**src/rtl/core/assert_macros.svh**
```systemverilog
// ----------------------------------------------------------------------------
// Assertion macros
// Clocked assertion helpers shared by the edge latch table RTL.
// ----------------------------------------------------------------------------
`ifndef ASSERT_MACROS_SVH
`define ASSERT_MACROS_SVH

// Property checked at every rising edge of aclk outside of reset.
`define ASSERT_CLK(label, prop, msg) \
    label: assert property (@(posedge aclk) disable iff (!aresetn) (prop)) \
        else $error(msg);

// Condition that must never be true outside of reset.
`define ASSERT_NEVER(label, cond, msg) \
    label: assert property (@(posedge aclk) disable iff (!aresetn) !(cond)) \
        else $error(msg);

`endif

```
**src/rtl/core/gelt_pkg.sv**
```systemverilog
// ----------------------------------------------------------------------------
// GPIO edge latch table package
// Request and status codes, defaults and the structs shared by the modules.
// ----------------------------------------------------------------------------
`default_nettype none

package gelt_pkg;

    localparam int DEF_NUM_SLOTS = 8;
    localparam int DEF_NUM_PINS  = 32;

    localparam int PIN_W    = 5;
    localparam int LEVELS_W = 32;
    localparam int HANDLE_W = 8;

    localparam logic [HANDLE_W-1:0] NO_HANDLE = 8'hFF;

    typedef enum logic [1:0] {
        REQ_REGISTER   = 2'd0,
        REQ_UNREGISTER = 2'd1,
        REQ_TICK       = 2'd2,
        REQ_READ       = 2'd3
    } req_e_t;

    typedef enum logic [1:0] {
        ST_OK         = 2'd0,
        ST_BAD_HANDLE = 2'd1,
        ST_FULL       = 2'd2
    } status_e_t;

    // Edge flag bit positions.
    localparam int EDGE_RISE_BIT = 0;
    localparam int EDGE_FALL_BIT = 1;

    // Request kind broadcast to every lane, already qualified by acceptance.
    typedef struct packed {
        logic do_register;
        logic do_unregister;
        logic do_tick;
        logic do_read;
    } lane_cmd_t;

    typedef struct packed {
        status_e_t           status;
        logic [HANDLE_W-1:0] handle;
        logic [1:0]          flags;
    } result_t;

endpackage

`default_nettype wire

```
**src/rtl/core/gelt_lane.sv**
```systemverilog
// ----------------------------------------------------------------------------
// Edge latch lane
// One table slot: watched pin, edge mask, sticky flags, previous level, in use.
// ----------------------------------------------------------------------------
`default_nettype none

module gelt_lane #(
    parameter int NUM_PINS = gelt_pkg::DEF_NUM_PINS
) (
    input  wire logic                          aclk,
    input  wire logic                          aresetn,
    input  wire gelt_pkg::lane_cmd_t           cmd,
    input  wire logic                          grant,
    input  wire logic                          hit,
    input  wire logic [gelt_pkg::PIN_W-1:0]    pin_select,
    input  wire logic [1:0]                    edge_enable,
    input  wire logic                          start_level,
    input  wire logic [gelt_pkg::LEVELS_W-1:0] pin_levels,
    output logic                               in_use,
    output logic [1:0]                         flags
);

    logic [gelt_pkg::PIN_W-1:0] pin_reg, pin_next;
    logic [1:0]                 mask_reg, mask_next;
    logic [1:0]                 flags_reg, flags_next;
    logic                       prev_reg, prev_next;
    logic                       in_use_reg, in_use_next;

    logic       cur_level;
    logic [1:0] seen;

    // Pins beyond the configured count always sample low.
    assign cur_level = (int'(pin_reg) < NUM_PINS) ? pin_levels[pin_reg] : 1'b0;

    always_comb begin
        seen                         = '0;
        seen[gelt_pkg::EDGE_RISE_BIT] = cur_level & ~prev_reg;
        seen[gelt_pkg::EDGE_FALL_BIT] = ~cur_level & prev_reg;
    end

    always_comb begin
        pin_next    = pin_reg;
        mask_next   = mask_reg;
        flags_next  = flags_reg;
        prev_next   = prev_reg;
        in_use_next = in_use_reg;
        if (cmd.do_register && grant) begin
            pin_next    = pin_select;
            mask_next   = edge_enable;
            flags_next  = '0;
            prev_next   = start_level;
            in_use_next = 1'b1;
        end else if (cmd.do_unregister && hit) begin
            in_use_next = 1'b0;
        end else if (cmd.do_read && hit) begin
            flags_next = '0;
        end else if (cmd.do_tick && in_use_reg) begin
            flags_next = flags_reg | (seen & mask_reg);
            prev_next  = cur_level;
        end
    end

    always_ff @(posedge aclk) begin
        if (!aresetn) begin
            pin_reg    <= '0;
            mask_reg   <= '0;
            flags_reg  <= '0;
            prev_reg   <= 1'b0;
            in_use_reg <= 1'b0;
        end else begin
            pin_reg    <= pin_next;
            mask_reg   <= mask_next;
            flags_reg  <= flags_next;
            prev_reg   <= prev_next;
            in_use_reg <= in_use_next;
        end
    end

    assign in_use = in_use_reg;
    assign flags  = flags_reg;

endmodule

`default_nettype wire

```
**src/rtl/core/gelt_merge.sv**
```systemverilog
// ----------------------------------------------------------------------------
// Edge latch lane merge
// Finds the lowest free slot, checks handles and forms the request result.
// ----------------------------------------------------------------------------
`default_nettype none

module gelt_merge #(
    parameter int NUM_SLOTS = gelt_pkg::DEF_NUM_SLOTS
) (
    input  wire gelt_pkg::req_e_t                req_type,
    input  wire logic [gelt_pkg::HANDLE_W-1:0]   slot_handle,
    input  wire logic [NUM_SLOTS-1:0]            in_use,
    input  wire logic [NUM_SLOTS-1:0][1:0]       flags,
    output logic [NUM_SLOTS-1:0]                 grant,
    output logic [NUM_SLOTS-1:0]                 hit,
    output gelt_pkg::result_t                    result
);

    localparam int SLOT_W = (NUM_SLOTS > 1) ? $clog2(NUM_SLOTS) : 1;

    logic              found;
    logic [SLOT_W-1:0] free_idx;
    logic [SLOT_W-1:0] h_idx;
    logic              h_valid;

    // Lowest free slot wins.
    always_comb begin
        grant    = '0;
        found    = 1'b0;
        free_idx = '0;
        for (int i = 0; i < NUM_SLOTS; i++) begin
            if (!in_use[i] && !found) begin
                grant[i] = 1'b1;
                free_idx = SLOT_W'(i);
                found    = 1'b1;
            end
        end
    end

    assign h_idx   = slot_handle[SLOT_W-1:0];
    assign h_valid = (slot_handle < gelt_pkg::HANDLE_W'(NUM_SLOTS)) && in_use[h_idx];

    always_comb begin
        hit = '0;
        if (h_valid) begin
            hit[h_idx] = 1'b1;
        end
    end

    always_comb begin
        result.status = gelt_pkg::ST_OK;
        result.handle = gelt_pkg::NO_HANDLE;
        result.flags  = '0;
        case (req_type)
            gelt_pkg::REQ_REGISTER: begin
                if (found) begin
                    result.handle = gelt_pkg::HANDLE_W'(free_idx);
                end else begin
                    result.status = gelt_pkg::ST_FULL;
                end
            end
            gelt_pkg::REQ_UNREGISTER: begin
                if (!h_valid) begin
                    result.status = gelt_pkg::ST_BAD_HANDLE;
                end
            end
            gelt_pkg::REQ_READ: begin
                if (h_valid) begin
                    result.flags = flags[h_idx];
                end else begin
                    result.status = gelt_pkg::ST_BAD_HANDLE;
                end
            end
            default: begin
                result.status = gelt_pkg::ST_OK;
            end
        endcase
    end

endmodule

`default_nettype wire

```
**src/rtl/core/gpio_edge_latch_table_top.sv**
```systemverilog
// Results: a result is registered in the output register, or in the skid entry while the output holds a waiting result.
// Throughput: one request per cycle while s_ready is high; every slot lane sees the request in the accepting cycle.
// An output register plus one skid entry let a request be taken while a result waits.
// Reset (synchronous, active low aresetn) frees every slot and clears all flags.
// ----------------------------------------------------------------------------
// GPIO edge latch table
// Slot lanes that latch enabled pin edges into sticky flags, with a merge stage.
// ----------------------------------------------------------------------------
`default_nettype none

`include "assert_macros.svh"

module gpio_edge_latch_table_top #(
    parameter int NUM_SLOTS = gelt_pkg::DEF_NUM_SLOTS,
    parameter int NUM_PINS  = gelt_pkg::DEF_NUM_PINS
) (
    input  wire logic                          aclk,
    input  wire logic                          aresetn,
    input  wire logic                          s_valid,
    output logic                               s_ready,
    input  wire logic [1:0]                    s_req_type,
    input  wire logic [gelt_pkg::PIN_W-1:0]    s_pin_select,
    input  wire logic [1:0]                    s_edge_enable,
    input  wire logic                          s_start_level,
    input  wire logic [gelt_pkg::HANDLE_W-1:0] s_slot_handle,
    input  wire logic [gelt_pkg::LEVELS_W-1:0] s_pin_levels,
    output logic                               m_valid,
    input  wire logic                          m_ready,
    output logic [1:0]                         m_status,
    output logic [gelt_pkg::HANDLE_W-1:0]      m_handle_out,
    output logic [1:0]                         m_edge_flags
);

    gelt_pkg::req_e_t            req;
    gelt_pkg::lane_cmd_t         cmd;
    gelt_pkg::result_t           result;
    logic                        fire;
    logic [NUM_SLOTS-1:0]        grant;
    logic [NUM_SLOTS-1:0]        hit;
    logic [NUM_SLOTS-1:0]        in_use;
    logic [NUM_SLOTS-1:0][1:0]   flags;
    logic [NUM_SLOTS-1:0]        claim;

    gelt_pkg::result_t out_reg, out_next;
    gelt_pkg::result_t skid_reg, skid_next;
    logic              out_valid_reg, out_valid_next;
    logic              skid_valid_reg, skid_valid_next;

    assign req     = gelt_pkg::req_e_t'(s_req_type);
    assign s_ready = !skid_valid_reg;
    assign fire    = s_valid && s_ready;

    always_comb begin
        cmd.do_register   = fire && (req == gelt_pkg::REQ_REGISTER);
        cmd.do_unregister = fire && (req == gelt_pkg::REQ_UNREGISTER);
        cmd.do_tick       = fire && (req == gelt_pkg::REQ_TICK);
        cmd.do_read       = fire && (req == gelt_pkg::REQ_READ);
    end

    for (genvar g = 0; g < NUM_SLOTS; g++) begin : g_lane
        gelt_lane #(
            .NUM_PINS (NUM_PINS)
        ) u_lane (
            .aclk          (aclk),
            .aresetn       (aresetn),
            .cmd           (cmd),
            .grant         (grant[g]),
            .hit           (hit[g]),
            .pin_select    (s_pin_select),
            .edge_enable   (s_edge_enable),
            .start_level   (s_start_level),
            .pin_levels    (s_pin_levels),
            .in_use        (in_use[g]),
            .flags         (flags[g])
        );
    end

    gelt_merge #(
        .NUM_SLOTS (NUM_SLOTS)
    ) u_merge (
        .req_type    (req),
        .slot_handle (s_slot_handle),
        .in_use      (in_use),
        .flags       (flags),
        .grant       (grant),
        .hit         (hit),
        .result      (result)
    );

    // Output register with one skid entry behind it.
    always_comb begin
        out_next        = out_reg;
        skid_next       = skid_reg;
        out_valid_next  = out_valid_reg;
        skid_valid_next = skid_valid_reg;
        if (out_valid_reg && m_ready) begin
            out_valid_next = 1'b0;
        end
        if (skid_valid_reg && m_ready) begin
            out_next        = skid_reg;
            out_valid_next  = 1'b1;
            skid_valid_next = 1'b0;
        end
        if (fire) begin
            if (!out_valid_reg || m_ready) begin
                out_next       = result;
                out_valid_next = 1'b1;
            end else begin
                skid_next       = result;
                skid_valid_next = 1'b1;
            end
        end
    end

    always_ff @(posedge aclk) begin
        if (!aresetn) begin
            out_valid_reg  <= 1'b0;
            skid_valid_reg <= 1'b0;
        end else begin
            out_valid_reg  <= out_valid_next;
            skid_valid_reg <= skid_valid_next;
        end
    end

    always_ff @(posedge aclk) begin
        out_reg  <= out_next;
        skid_reg <= skid_next;
    end

    assign m_valid      = out_valid_reg;
    assign m_status     = out_reg.status;
    assign m_handle_out = out_reg.handle;
    assign m_edge_flags = out_reg.flags;

    // Slot taken by an accepted register request.
    assign claim = cmd.do_register ? grant : '0;

    `ASSERT_CLK(a_skid_behind_out, skid_valid_reg |-> out_valid_reg, "skid entry without output")
    `ASSERT_CLK(a_grant_onehot, $onehot0(grant), "more than one free slot granted")
    `ASSERT_CLK(a_claim_held, (claim != '0) |=> ($past(claim) & ~in_use) == '0, "slot left free")
    `ASSERT_NEVER(a_hit_free_slot, (hit & ~in_use) != '0, "handle hit on a free slot")

endmodule

`default_nettype wire
```
**config.mk**
```make
export PLATFORM = sky130hd
export DESIGN_NAME = gpio_edge_latch_table_top
export DESIGN_NICKNAME = d
export VERILOG_FILES = /design/src/rtl/core/gelt_pkg.sv /design/src/rtl/core/gelt_lane.sv /design/src/rtl/core/gelt_merge.sv /design/src/rtl/core/gpio_edge_latch_table_top.sv
export VERILOG_INCLUDE_DIRS = /design/src /design/src/rtl/core
export SDC_FILE = /design/constraint.sdc
export NUM_CORES = 1
export LEC_CHECK = 0
export BUFFER_PORTS_ARGS = -buffer_cell sky130_fd_sc_hd__buf_2
export CORE_UTILIZATION = 55
export DETAILED_ROUTE_END_ITERATION = 12
export HOLD_SLACK_MARGIN = 0.06
export PLACE_DENSITY = 0.78
export SYNTH_ARGS = -nofsm -noshare
export SYNTH_HDL_FRONTEND = slang
export SYNTH_HIERARCHICAL = 1
export SYNTH_SLANG_ARGS = --single-unit
export TNS_END_PERCENT = 100
```
**constraint.sdc**
```tcl
create_clock -name aclk -period 2.45 [get_ports aclk]
set_input_delay 0.245 -clock aclk [delete_from_list [all_inputs] [get_ports aclk]]
set_output_delay 0.245 -clock aclk [all_outputs]
set_load 0.01 [all_outputs]
```
==> run summary <==
In this run the mean area of a mapped cell was 8.29 um2. By startpoint and endpoint, the worst setup path is classified as reg2reg. The total of flip-flops plus latches after synthesis is 114. The initial antenna violation count came out at 0.

The die covers 14300 um2. The via count of the routed design is 7327. The end-of-flow core utilization came out at 65.3%. The clock sink count is 114. The net load switching power is 1.26 mW. The global-route wire length before repair came out at 34900 um. The overall fraction of global-route tracks in use is 31.2%. Compared with the post-synthesis result, the final layout area differs by 14.6%. The type of origin of the critical path is a flop. The fraction of final layout cells with drive strength greater than 1 came out at 18.6%.

The antenna diode instance count is 0. After detailed routing, the number of vias per cell comes to 6.16. The critical-path maximum fanout is 7. The sequential fraction of design power is 38.3%. The level count of the clock H-tree is 4. At the worst endpoint, the required time is 2.75 ns.

In this run the worst hold path is classified as in2reg. The post-synthesis net count is 972. The post-CTS repair timing setup buffer count came out at 0. In the synthesized netlist the dominant register cell turns out to be sky130_fd_sc_hd__dfxtp_1.

The netlist area before placement is 7610 um2. The area fraction of the dominant cell type after synthesis is 26.8%. The width of the die is 120 um. The vertical die dimension is 120 um. The filler cells instantiated in the layout total 1098. For this run, the detailed router's first-pass iteration total came to 8. Counting along the longest clock path gives a buffer depth of 2. The leakage power is 3.03 nW. The final critical delay including setup and external delays came out at 2.21 ns. The final critical-path setup slack is 0.237 ns. In this run, the clock network consumes 51.6% of the power.

In this run the power density over the cells is 583 nW/um2. In this run, synthesis inferred 12 flip-flops with an integrated enable. Entering global routing, the biggest net connects 25 pins. Clock tree synthesis selected as its root buffer the cell sky130_fd_sc_hd__clkbuf_16. After global routing, the most crowded layer is met2.

The post-route DRC violation count came out at 0. The total CTS buffers came out at 17. The count of cells resized by post-cts repair came out at 0.

The count of pins over their slew limit was 0. The met3 capacity usage during global routing came out at 5.37%. The transition time at the pin with the least slew margin came out at 0.598 ns. The aggregate global routing overflow is 0. For this configuration, the core starts out at a cell density of 57.0%. The worst path uses 90.3% of the clock period. The number of flip-flops under the largest register name is 40. The fraction of power spent switching nets came out at 24.8%. After detailed routing, the average wire length per cell comes to 18.9 um. The post-detailed-routing wire length is 22400 um. Measured against its own limit, the worst slew margin works out to 60.2%. After clock tree synthesis, the flow added hold-fix buffers numbering 1. Leaving out fill and tap cells, the most frequent cells in the layout are sky130_fd_sc_hd__nand2_1 (211), sky130_fd_sc_hd__mux2i_1 (145), sky130_fd_sc_hd__dfxtp_1 (102). Summed over all instances, the cell type with the most area after synthesis is sky130_fd_sc_hd__dfxtp_1. The share of synthesized flip-flops with an asynchronous set or reset is 0%. After the last flow step, the layout net total stands at 1054. The I/O pin count came out at 68. The setup slack after placement came out at -0.0290 ns. The total area inside the core boundary comes to 13300 um2. In this run the tool buffered the top-level ports with 67 buffer cells. The synthesis warning total came out at 6. The highest achievable clock rate came out at 452 MHz. The worst setup path is captured at a flop. Setup repair after global routing left no endpoint under its margin.

The sequential cell area fraction in the yosys report is 31.6%. The via count of the first global-routing pass came out at 6800. The total placed cells including tap cells came out at 1156. The maximum vdd drop came out at 0.588 mV. The cell row count is 42. The clock insertion delay at the later pin of the skew report is 0.41 ns. The cell count after synthesis came out at 918.

The final count of negative-setup-slack endpoints came out at 0. The routing usage on met1 came out at 39.7%. The run finished with clean final reports. The remaining antenna violation count after routing is 0. The HPWL after detailed placement is 15200 um. The internal power of the cells came out at 3.82 mW.

The library cell used most frequently in the layout, excluding fill and tap cells, is sky130_fd_sc_hd__nand2_1. After synthesis, the cell types taking the most area are sky130_fd_sc_hd__dfxtp_1 (27%), sky130_fd_sc_hd__mux2i_1 (19%), sky130_fd_sc_hd__nand2_1 (10%). The final cell count without fillers came out at 1189. The maximum clock skew at final layout is 0.00766 ns. The share of total power in combinational logic came out at 10.1%. The iteration-0 DRC count of the detailed router came out at 712. The overall power of the completed layout is 5.08 mW. The data arrival time of the worst path is 2.51 ns. The count of unique library cells instantiated by Yosys is 51. The number of endpoints with negative hold slack in the final report came out at 0. The number of max-capacitance violations reported is 0.

TritonCTS built the clock tree. The register clock-pin slew on the reported worst setup and hold paths is 0.06 ns. The routability congestion estimate from global placement came out at 0.938. Hold is met by 0.155 ns. For this run, global-route usage on met2 was measured as 51.8%.
==> layout make-up <==
| cell class | count | area (um2) | area share (%) |
|---|---|---|---|
| Clock buffer | 20 | 479 | 5.50 |
| Clock inverter | 12 | 151 | 1.74 |
| Inverter | 21 | 78.8 | 0.904 |
| Multi-Input combinational cell | 745 | 4790 | 55.0 |
| Sequential cell | 114 | 2400 | 27.6 |
| Tap cell | 176 | 220 | 2.53 |
| Timing Repair Buffer | 101 | 593 | 6.80 |
==> power by group through the flow <==
stage	Sequential, mW	Combinational, mW	Clock (mW)
5_1_grt	1.95	0.544	2.71
6_report	1.94	0.512	2.62
3_3_place_gp	1.98	0.489	0
2_1_floorplan	1.99	0.252	0
3_5_place_dp	1.98	0.494	0
4_1_cts	1.94	0.500	2.63
==> final timing paths <==
check | cells after the start | slack, ns | from | to
max reg2reg | 10 | 0.24 | g_lane[6].u_lane/in_use | g_lane[4].u_lane/flags[1]
min | 3 | 0.16 | s_valid | skid_valid_reg
min reg2reg | 2 | 0.45 | g_lane[1].u_lane/pin_reg[1] | g_lane[1].u_lane/pin_reg[1]
max | 10 | 0.24 | g_lane[6].u_lane/in_use | g_lane[4].u_lane/flags[1]
==> metal layers <==
layer | up-vias | part of all wire (%)
met5 | - | 0
li1 | 3502 | -
met1 | 3436 | 44
met3 | 58 | 6.7
met4 | 0 | 2.8
met2 | 331 | 46
==> cell families after synthesis <==
kind of cell	after synthesis	share of synthesized area, %
buf+inv	59	5.51
mux	148	19.5
compound gates	209	17.7
simple gates	388	25.7
flops	114	31.6
==> stage by stage <==
step           setup TNS, ns  area (um2)
4_1_cts                    0        8720
2_1_floorplan              0        7610
3_3_place_gp         -0.0126        8080
5_1_grt                    0        8720
3_5_place_dp         -0.0290        8080
6_report                   0        8720
==> worst max-delay path, cell delays in order (launching register included) <==
cell,delay (ns)
sky130_fd_sc_hd__dfxtp_1,0.46
sky130_fd_sc_hd__mux2i_1,0.11
sky130_fd_sc_hd__a311oi_1,0.27
sky130_fd_sc_hd__nand4_1,0.16
sky130_fd_sc_hd__buf_4,0.20
sky130_fd_sc_hd__nor4_2,0.20
sky130_fd_sc_hd__o21ai_0,0.13
sky130_fd_sc_hd__and3_1,0.22
sky130_fd_sc_hd__nand3_1,0.10
sky130_fd_sc_hd__nor2_1,0.06
sky130_fd_sc_hd__a22o_1,0.18
==> synth_stat cells, types with 9 or more instances <==
| cell | instances |
|---|---|
| sky130_fd_sc_hd__nand2_1 | 211 |
| sky130_fd_sc_hd__and2b_2 | 16 |
| sky130_fd_sc_hd__and2_1 | 9 |
| sky130_fd_sc_hd__inv_1 | 13 |
| sky130_fd_sc_hd__a211oi_1 | 10 |
| sky130_fd_sc_hd__o22ai_1 | 10 |
| sky130_fd_sc_hd__clkbuf_1 | 9 |
| sky130_fd_sc_hd__and3_1 | 9 |
| sky130_fd_sc_hd__nor2_1 | 32 |
| sky130_fd_sc_hd__edfxtp_1 | 12 |
| sky130_fd_sc_hd__o21ai_0 | 20 |
| sky130_fd_sc_hd__mux2i_1 | 145 |
| sky130_fd_sc_hd__nand3_1 | 45 |
| sky130_fd_sc_hd__a22oi_1 | 32 |
| sky130_fd_sc_hd__a21oi_1 | 91 |
| sky130_fd_sc_hd__o21ai_1 | 10 |
| sky130_fd_sc_hd__dfxtp_1 | 102 |
| sky130_fd_sc_hd__a311oi_1 | 9 |
| sky130_fd_sc_hd__buf_6 | 11 |
(Power assumes the default switching activity.)
